File: src/rtl/stfl_pkg.sv
// ============================================================================
// stfl_pkg
// Shared types, constants and helpers for the slot table with free list.
// ============================================================================
`default_nettype none

package stfl_pkg;

    // Table geometry. Slot indexes are 12 bits wide, so at most 4096 slots.
    localparam int TABLE_DEPTH = 4096;
    localparam int FIRST_INDEX = 1;
    localparam int IDX_W       = 12;
    localparam int MARK_W      = IDX_W + 1;
    localparam int WORD_W      = 64;
    localparam int LIMIT       = (TABLE_DEPTH < (1 << IDX_W)) ? TABLE_DEPTH : (1 << IDX_W);
    localparam int MEM_AW      = $clog2(LIMIT);

    // Stream payload widths.
    localparam int S_TDATA_W = 80;
    localparam int M_TDATA_W = 80;

    localparam logic [MARK_W-1:0] LIMIT_MARK = MARK_W'(LIMIT);
    localparam logic [MARK_W-1:0] MARK_RESET = MARK_W'(FIRST_INDEX);
    localparam logic [MEM_AW-1:0] CLR_LAST   = MEM_AW'(LIMIT - 1);

    // Request codes.
    typedef enum logic [1:0] {
        REQ_ADD    = 2'd0,
        REQ_SET    = 2'd1,
        REQ_REMOVE = 2'd2,
        REQ_READ   = 2'd3
    } req_e_t;

    // Status codes.
    typedef enum logic [1:0] {
        STAT_OK   = 2'd0,
        STAT_FULL = 2'd1,
        STAT_BAD  = 2'd2
    } status_e_t;

    // Controller states.
    typedef enum logic [1:0] {
        ST_CLEAR = 2'd0,
        ST_IDLE  = 2'd1,
        ST_EXEC  = 2'd2
    } state_e_t;

    // One finished request, handed from the controller to the output register.
    typedef struct packed {
        logic              valid;
        logic [IDX_W-1:0]  assigned_index;
        logic [WORD_W-1:0] read_word;
        status_e_t         status;
    } result_t;

    // Decode a stored word as a free link: odd words carry the next index.
    function automatic logic [IDX_W-1:0] link_target(input logic [WORD_W-1:0] word);
        logic [IDX_W-1:0] nxt;
        nxt = word[IDX_W:1];
        if (!word[0] || ({1'b0, nxt} >= LIMIT_MARK))
        begin
            return '0;
        end
        return nxt;
    endfunction

endpackage

`default_nettype wire

File: src/rtl/stfl_ctrl.sv
// ============================================================================
// stfl_ctrl
// Request sequencer: clears the table after reset, reads the addressed or
// head entry, then decides the result and writes the entry back.
// ============================================================================
`default_nettype none

module stfl_ctrl (
    input  wire logic                          clk,
    input  wire logic                          rst_n,
    // Request side
    input  wire logic                          in_valid,
    output logic                               in_ready,
    input  wire stfl_pkg::req_e_t              in_req_type,
    input  wire logic [stfl_pkg::IDX_W-1:0]    in_slot_index,
    input  wire logic [stfl_pkg::WORD_W-1:0]   in_entry_value,
    // Result side
    input  wire logic                          out_free,
    output stfl_pkg::result_t                  res,
    // Table memory
    output logic                               ram_wr_en,
    output logic [stfl_pkg::MEM_AW-1:0]        ram_wr_addr,
    output logic [stfl_pkg::WORD_W-1:0]        ram_wr_data,
    output logic                               ram_rd_en,
    output logic [stfl_pkg::MEM_AW-1:0]        ram_rd_addr,
    input  wire logic [stfl_pkg::WORD_W-1:0]   ram_rd_data
);

    stfl_pkg::state_e_t                state_reg, state_next;
    logic [stfl_pkg::MEM_AW-1:0]       clr_cnt_reg, clr_cnt_next;
    stfl_pkg::req_e_t                  req_reg, req_next;
    logic [stfl_pkg::IDX_W-1:0]        idx_reg, idx_next;
    logic [stfl_pkg::WORD_W-1:0]       val_reg, val_next;
    logic [stfl_pkg::MARK_W-1:0]       hw_reg, hw_next;
    logic [stfl_pkg::IDX_W-1:0]        head_reg, head_next;

    logic                              accept;
    logic                              complete;

    // Decisions of the request being executed.
    logic                              idx_in_range;
    logic                              head_ok;
    logic                              mark_ok;
    logic                              ex_wr_en;
    logic [stfl_pkg::MEM_AW-1:0]       ex_wr_addr;
    logic [stfl_pkg::WORD_W-1:0]       ex_wr_data;
    logic [stfl_pkg::MARK_W-1:0]       ex_hw;
    logic [stfl_pkg::IDX_W-1:0]        ex_head;
    logic [stfl_pkg::IDX_W-1:0]        ex_index;
    logic [stfl_pkg::WORD_W-1:0]       ex_word;
    stfl_pkg::status_e_t               ex_status;

    assign accept   = (state_reg == stfl_pkg::ST_IDLE) && in_valid;
    assign complete = (state_reg == stfl_pkg::ST_EXEC) && out_free;

    // Execute-stage decision, using the entry read when the request was accepted.
    always_comb
    begin
        idx_in_range = (idx_reg != '0) && ({1'b0, idx_reg} < stfl_pkg::LIMIT_MARK);
        head_ok      = (head_reg != '0) && ({1'b0, head_reg} < stfl_pkg::LIMIT_MARK);
        mark_ok      = (hw_reg != '0) && (hw_reg < stfl_pkg::LIMIT_MARK);
        ex_wr_en     = 1'b0;
        ex_wr_addr   = idx_reg[stfl_pkg::MEM_AW-1:0];
        ex_wr_data   = val_reg;
        ex_hw        = hw_reg;
        ex_head      = head_reg;
        ex_index     = idx_reg;
        ex_word      = '0;
        ex_status    = stfl_pkg::STAT_OK;
        case (req_reg)
            stfl_pkg::REQ_ADD:
            begin
                if (head_ok)
                begin
                    ex_wr_en   = 1'b1;
                    ex_wr_addr = head_reg[stfl_pkg::MEM_AW-1:0];
                    ex_head    = stfl_pkg::link_target(ram_rd_data);
                    ex_index   = head_reg;
                end
                else if (mark_ok)
                begin
                    ex_wr_en   = 1'b1;
                    ex_wr_addr = hw_reg[stfl_pkg::MEM_AW-1:0];
                    ex_hw      = hw_reg + stfl_pkg::MARK_W'(1);
                    ex_index   = hw_reg[stfl_pkg::IDX_W-1:0];
                end
                else
                begin
                    ex_index  = '0;
                    ex_status = stfl_pkg::STAT_FULL;
                end
            end
            stfl_pkg::REQ_SET:
            begin
                if (idx_in_range)
                begin
                    ex_wr_en = 1'b1;
                    if ({1'b0, idx_reg} >= hw_reg)
                    begin
                        ex_hw = {1'b0, idx_reg} + stfl_pkg::MARK_W'(1);
                    end
                end
                else
                begin
                    ex_status = stfl_pkg::STAT_BAD;
                end
            end
            stfl_pkg::REQ_REMOVE:
            begin
                if (idx_in_range && ({1'b0, idx_reg} < hw_reg))
                begin
                    ex_wr_en   = 1'b1;
                    ex_wr_data = {{(stfl_pkg::WORD_W - stfl_pkg::IDX_W - 1){1'b0}},
                                  head_reg, 1'b1};
                    ex_head    = idx_reg;
                end
                else
                begin
                    ex_status = stfl_pkg::STAT_BAD;
                end
            end
            stfl_pkg::REQ_READ:
            begin
                if (idx_in_range)
                begin
                    ex_word = ram_rd_data;
                end
                else
                begin
                    ex_status = stfl_pkg::STAT_BAD;
                end
            end
            default:
            begin
                ex_status = stfl_pkg::STAT_BAD;
            end
        endcase
    end

    // Next state.
    always_comb
    begin
        state_next = state_reg;
        case (state_reg)
            stfl_pkg::ST_CLEAR:
            begin
                if (clr_cnt_reg == stfl_pkg::CLR_LAST)
                begin
                    state_next = stfl_pkg::ST_IDLE;
                end
            end
            stfl_pkg::ST_IDLE:
            begin
                if (in_valid)
                begin
                    state_next = stfl_pkg::ST_EXEC;
                end
            end
            stfl_pkg::ST_EXEC:
            begin
                if (out_free)
                begin
                    state_next = stfl_pkg::ST_IDLE;
                end
            end
            default:
            begin
                state_next = stfl_pkg::ST_CLEAR;
            end
        endcase
    end

    // Outputs and memory port control.
    always_comb
    begin
        in_ready    = 1'b0;
        ram_wr_en   = 1'b0;
        ram_wr_addr = ex_wr_addr;
        ram_wr_data = ex_wr_data;
        ram_rd_en   = 1'b0;
        ram_rd_addr = in_slot_index[stfl_pkg::MEM_AW-1:0];
        case (state_reg)
            stfl_pkg::ST_CLEAR:
            begin
                ram_wr_en   = 1'b1;
                ram_wr_addr = clr_cnt_reg;
                ram_wr_data = '0;
            end
            stfl_pkg::ST_IDLE:
            begin
                in_ready  = 1'b1;
                ram_rd_en = in_valid;
                if (in_req_type == stfl_pkg::REQ_ADD)
                begin
                    ram_rd_addr = head_reg[stfl_pkg::MEM_AW-1:0];
                end
            end
            stfl_pkg::ST_EXEC:
            begin
                ram_wr_en = ex_wr_en && out_free;
            end
            default:
            begin
                in_ready = 1'b0;
            end
        endcase
        res.valid          = complete;
        res.assigned_index = ex_index;
        res.read_word      = ex_word;
        res.status         = ex_status;
    end

    // Register updates.
    always_comb
    begin
        clr_cnt_next = clr_cnt_reg;
        req_next     = req_reg;
        idx_next     = idx_reg;
        val_next     = val_reg;
        hw_next      = hw_reg;
        head_next    = head_reg;
        if (state_reg == stfl_pkg::ST_CLEAR)
        begin
            clr_cnt_next = clr_cnt_reg + stfl_pkg::MEM_AW'(1);
        end
        if (accept)
        begin
            req_next = in_req_type;
            idx_next = in_slot_index;
            val_next = in_entry_value;
        end
        if (complete)
        begin
            hw_next   = ex_hw;
            head_next = ex_head;
        end
    end

    // Control state.
    always_ff @(posedge clk or negedge rst_n)
    begin
        if (!rst_n)
        begin
            state_reg   <= stfl_pkg::ST_CLEAR;
            clr_cnt_reg <= '0;
            hw_reg      <= stfl_pkg::MARK_RESET;
            head_reg    <= '0;
        end
        else
        begin
            state_reg   <= state_next;
            clr_cnt_reg <= clr_cnt_next;
            hw_reg      <= hw_next;
            head_reg    <= head_next;
        end
    end

    // Request payload.
    always_ff @(posedge clk)
    begin
        req_reg <= req_next;
        idx_reg <= idx_next;
        val_reg <= val_next;
    end

`ifndef SYNTH
    // An accepted request always moves on to execution.
    a_accept_exec: assert property (@(posedge clk) disable iff (!rst_n)
        accept |=> (state_reg == stfl_pkg::ST_EXEC))
        else $error("accepted request did not enter execution");

    // The high-water mark never moves down.
    a_mark_monotonic: assert property (@(posedge clk) disable iff (!rst_n)
        1'b1 |=> (hw_reg >= $past(hw_reg)))
        else $error("high-water mark decreased");

    // The table is only written by the clearing pass or a finishing request.
    a_write_source: assert property (@(posedge clk) disable iff (!rst_n)
        ram_wr_en |-> ((state_reg == stfl_pkg::ST_CLEAR) || complete))
        else $error("table written outside clear or completion");

    // A result is only produced when the output register can take it.
    a_result_room: assert property (@(posedge clk) disable iff (!rst_n)
        res.valid |-> out_free)
        else $error("result produced while output register busy");

    // The table is only read while a request is being accepted.
    a_read_idle: assert property (@(posedge clk) disable iff (!rst_n)
        ram_rd_en |-> (state_reg == stfl_pkg::ST_IDLE))
        else $error("table read outside the idle state");
`endif

endmodule

`default_nettype wire

File: config.mk
export PLATFORM = sky130hd
export DESIGN_NAME = stfl_ctrl
export DESIGN_NICKNAME = d
export VERILOG_FILES = /design/src/rtl/stfl_pkg.sv /design/src/rtl/stfl_ctrl.sv
export SDC_FILE = /design/constraint.sdc
export NUM_CORES = 1
export LEC_CHECK = 0
export BUFFER_PORTS_ARGS = -buffer_cell sky130_fd_sc_hd__buf_4
export CORE_MARGIN = 2
export CORE_UTILIZATION = 35
export DETAILED_ROUTE_END_ITERATION = 8
export PLACE_DENSITY = 0.73
export SLEW_MARGIN = 20
export SYNTH_ARGS = -nofsm -noshare
export SYNTH_HDL_FRONTEND = slang
export SYNTH_SLANG_ARGS = --single-unit
File: constraint.sdc
create_clock -name clk -period 5.1 [get_ports clk]
set_input_delay 0.255 -clock clk [delete_from_list [all_inputs] [get_ports clk]]
set_output_delay 0.255 -clock clk [all_outputs]
set_load 0.03 [all_outputs]
==> run metrics, run 1 <==
# DRC 0; Yosys reg bits 117; Detailed Route WL 24.7 mm; Global Route met2 Usage around two fifths; RSZ-0062 raised after global routing false; Crit Path Category reg2out; Worst Max-Slew Pin Slew 1.05 ns; first-pass GRT wire length 37.1 mm; Period minus WS final 3.51 ns; Max VDD drop 0.249 mV; routed len/inst 19.5 um; crit path max fanout 51; grt total ovfl 0; area of placed instances 9250 um2; Clk pwr share between 20 and 30%; worst endpoint required time 4.85 ns; setup bufs post-CTS 0; Mapped Avg Cell Area 10.2 um2; compound-cell area share of the yosys netlist 11.2%; H-tree levels 4; net switching power 1.49 mW; number of vias per cell 5.11; endpoint class of the critical path primary output; Slew Viols, Final 0; Max clock buf depth 2; initial DRC count 635; clk root buf clkbuf_16; Post-DRT Antenna Nets 0; DIE AREA 20300 um2; met3 usage under 10%; EDFF count, synth 78; Post-Place Setup Slack 1.94 ns; Core ar. roughly 19000 um2; WP data arrival between 3 and 4 ns; max reg flops 64; sequential share of the synthesized area 49.6%; Reg-to-Reg End hw_reg[10]; post-synthesis to final-layout area growth 56.0%; setup TNS 0 ns; final hold viol count 0; Tot Pwr 3.83 mW; grt met1 use around 31%; Ant. Diodes 0; Synthesized Nets 818; Synth area leader edfxtp_1; Die Width between 100 and 150 um; Cells after Synth 658; Adder-Cell Fraction of Synth Area under 10%; Final Skew 0.00789 ns; Port Buf Inserts 315; DP HPWL 17.3 mm; Leak 4.77 nW; GRT Total Usage 24.1%; Hold Crit Class in2reg; Slew HR 30.3%; I/O pins 316; most frequent cells in the layout buf_4, and2_1, edfxtp_1; commonest non-fill, non-tap cell in the layout buf_4; post-CTS resize count 0; Clock transition at path regs about 0.060 ns; R2R Setup Slk ~1.9 ns; Max Freq between 200 and 300 MHz; max-cap violation count 0; Async S/R FF share, synth roughly 33%; area share of the largest cell type after synthesis 35.0%; largest family of logic cells by synthesized area simple AND/OR/NAND/NOR gates; Syn. warnings 0; gr busiest metal met2; Starting Density between 30 and 40%; post-synthesis cell type count 60; nets@finish roughly 1200; Pwr Density 366 nW/um2; Critical Path Start Type flip-flop; top_reg_cell synth edfxtp_1; Post-Synth XOR/XNOR Area roughly 1.7%; WHS Endpoint val_reg[1]; Final setup viols 0; routed vias approximately 6500; clk_lat worst skew 0.42 ns; height of the die 142 um; share of post-route cells with drive strength above 1 a little under two fifths; fin area between 10000 and 15000 um2; RR Startpoint req_reg[0]; WHS Path Cells 1; sequential group share of total power between 30% and 40%; antenna violations before repair 0; post-synthesis mux area share 8.26%; PnR worst setup slack 1.59 ns; final period utilization 68.8%; CTS tree built; RD Place Congestion ~1.0; Comb pwr share 37.1%; synthesized area 6700 um2; Fillers 1605; clock sink count 117; sw frac just under 40%; CTS buffer count 17; Synth Area in Simple Gates 22.7%; Core Rows 50; Cell Int Power 2.34 mW; run status completed; hold_sp in_entry_value[1]; Hold WS 0.0152 ns; router iterations before antenna repair 5; pin count of the biggest net entering global routing around 80; vias in the first global route about 6500; top cells by area, synth edfxtp_1, dfrtp_1, and2_1; FF-to-FF path depth 11
[layout make-up]
cell class              instances  area, um2  area share [%]
inverters                      20       75.1           0.718
well taps                     234        293            2.80
flip-flops and latches        117       3320            31.8
clock buffers                  17        425            4.07
clock inverters                15        123            1.17
repair buffers                388       3080            29.5
multi-input cells             476       3130            30.0
[synthesized netlist by cell type, types with 2 or more instances]
master    count
nor2b_1       5
xnor2_1       8
mux2i_1      20
o21ai_0      19
or3_1         2
inv_1        20
nor2_1       33
a21oi_1      26
nor3_1        5
nand2_1      61
a311oi_1      2
or4_1         2
buf_2         6
and3_1        7
a41oi_1       2
a211oi_1      7
mux2_1       10
o21ai_1      24
and2_1      119
o22ai_1       2
o211ai_1      4
clkbuf_1     35
nor4_1       11
mux2_2       20
a21o_1        3
dfrtp_1      38
and3b_1       2
nand2b_1      3
o31ai_1       2
nand3_1      12
edfxtp_1     78
a31oi_1      14
nand4_1       6
ha_1         14
and4b_1       2
nand4b_1      4
or2_1         2
xor2_1        5
buf_1         2
[critical path, cell delays in order, from the launching register on]
cell and delay (ns):
edfxtp_1 0.55, ha_1 0.38, nand4b_1 0.21, nor2_1 0.16, a31oi_1 0.16, nand4_1 0.12, buf_4 0.28, nor2b_2 0.19
buf_4 0.37, and2_1 0.21, buf_4 0.17
[worst max path at each step]
stage                 start              end  slack [ns]  cells after the start
5_1_grt         idx_reg[10]  ram_wr_data[18]        1.40                     10
2_1_floorplan  state_reg[1]       idx_reg[0]        1.78                      3
3_3_place_gp     req_reg[0]       hw_reg[10]        1.99                     11
3_5_place_dp    idx_reg[11]      head_reg[6]        1.94                      7
4_1_cts         idx_reg[11]  ram_wr_data[18]        1.60                     10
6_report        idx_reg[11]  ram_wr_data[27]        1.59                     10
[cell families (layout without fill, tap and decap cells)]
| kind of cell | after synthesis | after routing |
|---|---|---|
| muxes | 51 | 51 |
| DFF | 117 | 117 |
| adders and majority gates | 14 | 14 |
| buffers and inverters | 65 | 440 |
| AOI/OAI and AO/OA | 119 | 119 |
| xor gates and xnor gates | 13 | 13 |
| and+or+nand+nor | 279 | 279 |
[power groups by stage]
stage	sequential (mW)	combinational, mW	clock, mW
floorplan	1.24	0.881	0
global placement	1.29	1.35	0
detailed placement	1.29	1.36	0
CTS	1.28	1.41	1.14
global route	1.30	1.52	1.17
finish	1.28	1.42	1.12
[metrics by stage]
| stage | std cells | util (%) |
|---|---|---|
| 6_report | 1267 | 55.7 |
| 5_1_grt | 1267 | 55.7 |
| 4_1_cts | 1265 | 55.5 |
| 3_5_place_dp | 1171 | 49.3 |
| 3_3_place_gp | 1171 | 49.3 |
| 2_1_floorplan | 658 | - |
[timing repair]
action                                  CTS  global route
hold buffers                             62             1
endpoints found under the setup margin    0             0
hold endpoints to repair                 99             1
[per-layer routing]
metal / part of all wire, % / wire length (um)
met1: 40 / 9950
met3: 7.5 / 1860
met5: 0 / 0
met4: 1.9 / 475
met2: 50 / 12500
(Power assumes the default switching activity.)
==> inputs of run 2 (changes only) <==
--- a/config.mk
+++ b/config.mk
@@ -5,11 +5,12 @@
 export SDC_FILE = /design/constraint.sdc
 export NUM_CORES = 1
 export LEC_CHECK = 0
+export ABC_AREA = 1
 export BUFFER_PORTS_ARGS = -buffer_cell sky130_fd_sc_hd__buf_4
 export CORE_MARGIN = 2
 export CORE_UTILIZATION = 35
 export DETAILED_ROUTE_END_ITERATION = 8
-export PLACE_DENSITY = 0.73
+export PLACE_DENSITY = 0.72
 export SLEW_MARGIN = 20
 export SYNTH_ARGS = -nofsm -noshare
 export SYNTH_HDL_FRONTEND = slang
==> constraint.sdc (replaced) <==
create_clock -name clk -period 3.27 [get_ports clk]
set_input_delay 0.1635 -clock clk [delete_from_list [all_inputs] [get_ports clk]]
set_output_delay 0.1635 -clock clk [all_outputs]
set_load 0.03 [all_outputs]
==> run 2 against run 1 <==
Against the previous run:
- combinational power rose to 3.3 times the previous value
- utilization up 0.46 points
- sequential share of layout area down 1.6 points
- power up 130%
- clock-buffer cell count up 1
- critical path depth up 2
- clock power up 63%
- cell count up 26%
- first-iteration DRC count down 24%
- largest cell class unchanged
- design area up 5.2%
==> run metrics, run 2 <==
Port Buf Inserts 315; Core Rows 51; Post-DRT Antenna Nets 0; Die Width 146 um; largest family of logic cells by synthesized area simple AND/OR/NAND/NOR gates; Synthesized Nets 1096; Hold Crit Class in2reg; Slew HR 44.1%; Adder-Cell Fraction of Synth Area 2.48%; Async S/R FF share, synth 33.3%; Critical Path Start Type flip-flop; DIE AREA roughly 21000 um2; run status completed; PnR worst setup slack 0.237 ns; Clock transition at path regs 0.06 ns; Final Skew about 0.012 ns; Hold WS roughly 0.077 ns; R2R Setup Slk 0.82 ns; Crit path top cell by count nand2_1; Max VDD drop 0.654 mV; routed len/inst 16.3 um; Core ar. slightly below 20000 um2; clk root buf clkbuf_16; worst endpoint required time 3.11 ns; Starting Density between 30% and 40%; nets@finish 1474; antenna violations before repair 0; I/O pins 316; crit path max fanout 40; sequential share of the synthesized area 47.1%; top_reg_cell synth edfxtp_1; max-cap violation count 0; max reg flops 64; Max clock buf depth 2; Post-Synth XOR/XNOR Area 2.11%; grt total ovfl 0; clk_lat worst skew between 0.4 and 0.5 ns; Final setup viols 0; pin count of the biggest net entering global routing between 60 and 70; setup TNS 0 ns; EDFF count, synth 78; DP HPWL 18.4 mm; Syn. warnings 0; top cells by area, synth edfxtp_1, nand2_1, dfrtp_1; GRT Total Usage 23.6%; # DRC 0; post-CTS resize count 0; Post-Place Setup Slack 0.698 ns; Pwr Density 804 nW/um2; post-synthesis to final-layout area growth 55.9%; Mapped Avg Cell Area roughly 7.5 um2; area of the multi-input gates 3160 um2; Fillers 1759; endpoint class of the critical path primary output; Worst path slowest cell edfxtp_1; number of vias per cell approximately 4.8; Leak 5.37 nW; CTS buffer count 17; commonest non-fill, non-tap cell in the layout buf_4; crit path cell chain ha_1, nand2_1, inv_1, nand2_1, nand2_1, a21oi_1, nand4_2, inv_2, buf_12, nor2_1, nor2_1, buf_4; Period minus WS final between 3 and 4 ns; vias in the first global route 7462; Detailed Route WL 26.0 mm; final period utilization between 90% and 100%; Yosys reg bits 117; RSZ-0062 raised after global routing false; most frequent cell after synthesis nand2_1; worst stage delay on the critical path ~0.42 ns; post-synthesis cell type count 37; RD Place Congestion 0.932; Ant. Diodes 0; Max Freq 330 MHz; clock sink count 117; Worst Max-Slew Pin Slew 0.838 ns; router iterations before antenna repair 5; FF-to-FF path depth 12; synth cell count leaders nand2_1, nor2_1, inv_1, edfxtp_1, o21ai_0; share of post-route cells with drive strength above 1 30.4%; most frequent cells in the layout buf_4, nand2_1, nor2_1; final hold viol count 0; Synth Area in Simple Gates 32.2%; synthesized area 7050 um2; setup bufs post-CTS 0; routed vias 7630; Crit Path Category reg2out; height of the die 146 um; Synth area leader edfxtp_1; CTS tree built; post-synthesis mux area share 1.44%; compound-cell area share of the yosys netlist 6.53%; Cells after Synth between 900 and 1000; WP data arrival 2.87 ns; hold buffer count at cts 80; WHS Path Cells 3; H-tree levels 4; register area 3320 um2; initial DRC count 482; area share of the largest cell type after synthesis 33.2%; Slew Viols, Final 0; first-pass GRT wire length between 30 and 40 mm; final core utilization 56.1%
run 2: cell types whose count changed after synthesis, moves of 30 or more:
cell | previous run | this run
nand3_1 | 12 | 42
o21ai_0 | 19 | 52
nor2_1 | 33 | 202
inv_1 | 20 | 87
and2_1 | 119 | 0
nand2_1 | 61 | 282
run 2: worst max-delay path: cells and delay by family (launching register included):
family                     cells  cell delay, ns
buffers and inverters          4            0.85
DFF                            1            0.42
adders and majority gates      1            0.35
AOI/OAI and AO/OA              1            0.26
and+or+nand+nor                6            0.55
run 2: layout make-up:
type                            instances  share of cell area [%]
Multi-Input combinational cell        682                    28.8
Clock buffer                           18                    3.90
Timing Repair Buffer                  406                    29.8
Tap cell                              265                    3.02
Sequential cell                       117                    30.2
Inverter                               90                    3.08
Clock inverter                         14                    1.29
run 2: metal layers:
layer / wire (um) / track usage [%] / up-vias
met1: 10200 / 28.5 / 3494
met3: 2160 / 6.52 / 52
met5: 0 / 0 / -
met4: 738 / 8.48 / 0
li1: - / - / 3708
met2: 12900 / 40.5 / 376
run 2: path summary, 6_finish.rpt:
check | start | end
max | idx_reg[8] | ram_wr_data[9]
min | out_free | state_reg[1]
max reg2reg | idx_reg[8] | head_reg[7]
min reg2reg | state_reg[0] | state_reg[0]
max in group asynchronous | rst_n | state_reg[1]
min in group asynchronous | rst_n | hw_reg[8]
run 2: where the power goes:
group | total (mW) | switching, mW | internal [mW]
Sequential | 2.28 | 0.305 | 1.98
Combinational | 4.73 | 3.17 | 1.56
Clock | 1.83 | 0.760 | 1.07
Total | 8.85 | 4.24 | 4.61
run 2: cells by family (layout without fill, tap and decap cells):
| family | Yosys count | count (layout) |
|---|---|---|
| AO/OA/AOI/OAI | 83 | 83 |
| XOR/XNOR | 17 | 17 |
| adder cells (fa/ha/maj) | 14 | 14 |
| buffers and inverters | 137 | 528 |
| flip-flops | 117 | 117 |
| multiplexers | 9 | 9 |
| AND/OR/NAND/NOR | 559 | 559 |
run 2: stage by stage:
| step | std cells | area [um2] | total power [mW] |
|---|---|---|---|
| floorplan | 936 | 7060 | 5.13 |
| global placement | 1480 | 9630 | 6.88 |
| detailed placement | 1480 | 9630 | 6.91 |
| CTS | 1592 | 11000 | 8.84 |
| global route | 1592 | 11000 | 9.33 |
| finish | 1592 | 11000 | 8.85 |
==> inputs of run 3 (changes only) <==
--- a/config.mk
+++ b/config.mk
@@ -5,12 +5,13 @@
 export SDC_FILE = /design/constraint.sdc
 export NUM_CORES = 1
 export LEC_CHECK = 0
-export ABC_AREA = 1
+export ABC_AREA = 0
 export BUFFER_PORTS_ARGS = -buffer_cell sky130_fd_sc_hd__buf_4
 export CORE_MARGIN = 2
 export CORE_UTILIZATION = 35
+export CTS_CLUSTER_SIZE = 28
 export DETAILED_ROUTE_END_ITERATION = 8
-export PLACE_DENSITY = 0.72
+export PLACE_DENSITY = 0.73
 export SLEW_MARGIN = 20
 export SYNTH_ARGS = -nofsm -noshare
 export SYNTH_HDL_FRONTEND = slang
==> run 3 against run 2 <==
Against the previous run:
- die area fell by 4.9%
- via count fell by 13%
- combinational power fell by 51%
- non-clock buffer count rose by 16
- setup slack got worse by 0.084 ns
- sequential power fell by 13%
- first-iteration DRC count fell by 6.0%
- largest cell class is now non-clock buffers
==> run metrics, run 3 (synthesis results as in run 1) <==
max-cap violation count 0; Slew Viols, Final 0; Die Width 142 um; Core ar. approximately 19000 um2; Core Rows 50; WHS Endpoint state_reg[1]; setup TNS 0 ns; final core utilization 57.4%; Max clock buf depth 2; Worst Max-Slew Pin Slew 0.923 ns; FF-to-FF path depth 10; RSZ-0062 raised after global routing false; Hold Crit Class in2reg; post-synthesis to final-layout area growth 60.9%; nets@finish 1214; post-placement cell count 1189; routed vias about 6600; first-pass GRT wire length 38.4 mm; Final setup viols 0; Crit Path Category reg2out; crit path max fanout 51; Clock transition at path regs 0.06 ns; WP data arrival 2.95 ns; Final Instance Count excl. Fillers around 1300; Ant. Diodes 0; GRT Total Usage between 20% and 30%; hold_sp out_free; DP HPWL 18.5 mm; Critical Path Start Type flip-flop; clk root buf clkbuf_16; R2R Setup Slk 0.32 ns; Period minus WS final 3.12 ns; commonest non-fill, non-tap cell in the layout buf_4; # DRC 0; worst endpoint required time 3.11 ns; H-tree levels 4; RR Startpoint req_reg[1]; Port Buf Inserts 315; setup bufs post-CTS 0; Slew HR 38.5%; height of the die 142 um; Hold WS ~0.070 ns; RD Place Congestion 1.05; Leak about 4.9 nW; grt total ovfl 0; Starting Density 35.7%; number of vias per cell 5.10; WHS Path Cells 3; Reg-to-Reg End hw_reg[10]; endpoint class of the critical path primary output; antenna violations before repair 0; pin count of the biggest net entering global routing 65; Detailed Route WL about 26 mm; Max VDD drop approximately 0.43 mV; initial DRC count 453; Post-DRT Antenna Nets 0; vias in the first global route 6664; clk_lat worst skew about 0.43 ns; final hold viol count 0; clock sink count around 120; router iterations before antenna repair 5; CTS tree built; Pwr Density around 570 nW/um2; final period utilization a little over nine tenths; max reg flops 64; CTS buffer count 17; Max Freq about 320 MHz; routed len/inst 19.8 um; DIE AREA 20300 um2; Final Skew 0.0140 ns; run status completed; share of post-route cells with drive strength above 1 about two fifths; most frequent cells in the layout buf_4, and2_1, dlygate4sd3_1; I/O pins 316
## run 3: cell count changes in the layout (fill, tap and decap cells not counted), sizes merged, moves of 22 or more
| cell | previous run | this run |
|---|---|---|
| inv | 98 | 28 |
| mux2 | 9 | 31 |
| nand2 | 291 | 61 |
| nand3 | 43 | 12 |
| nor2 | 211 | 33 |
| and2 | 0 | 119 |
## run 3: power breakdown
| part | total, mW | switching (mW) | internal, mW |
|---|---|---|---|
| Sequential | 1.99 | 0.223 | 1.77 |
| Combinational | 2.31 | 1.36 | 0.944 |
| Clock | 1.82 | 0.756 | 1.07 |
## run 3: through the flow
| step | instance area [um2] | power [mW] | setup WS (ns) |
|---|---|---|---|
| final | 10800 | 6.12 | 0.153 |
| after global routing | 10800 | 6.37 | 0.000132 |
| after CTS | 10800 | 6.10 | 0.112 |
| after detailed placement | 9390 | 4.20 | 0.391 |
| after global placement | 9390 | 4.17 | 0.410 |
| after floorplan | 6700 | 3.30 | 0.120 |
## run 3: how the worst max path moves through the flow
stage | slack [ns] | end | cells past startpoint | start
after floorplan | 0.12 | hw_reg[8] | 13 | req_reg[1]
after global placement | 0.41 | hw_reg[8] | 9 | req_reg[1]
after detailed placement | 0.39 | hw_reg[10] | 10 | req_reg[1]
after CTS | 0.11 | ram_wr_en | 6 | head_reg[0]
after global routing | 0.0001 | ram_wr_data[38] | 10 | hw_reg[9]
final | 0.15 | ram_wr_data[38] | 10 | hw_reg[2]
## run 3: routing by layer
layer  global-route usage (%)  up-vias  share of wire [%]
met5                        0        -                  0
met4                     10.3        0                3.8
met3                     7.37       73                7.3
met2                     40.9      300                 49
met1                     31.4     3120                 40
li1                         -     3137                  -
## run 3: final cells by class
class	count	area, um2
multi-input cells	476	3140
flip-flops and latches	117	3320
clock buffers	18	429
repair buffers	422	3380
well taps	234	293
clock inverters	14	141
inverters	20	75.1
fillers	1540	7990
## run 3: critical path: stages (launching register included)
cell	delay [ns]
dfrtp_1	0.43
inv_1	0.19
ha_1	0.35
nand4_1	0.13
o221ai_1	0.20
nand2_1	0.13
nand4_1	0.14
nor2b_2	0.14
buf_4	0.36
and2_1	0.24
buf_4	0.18
## run 3: what timing repair did
| item | in CTS | in global routing |
|---|---|---|
| endpoints found under the setup margin | 0 | 19 |
| resized for setup | 0 | 3 |
| endpoints found under the hold margin | 117 | 0 |
| hold buffers | 80 | 0 |
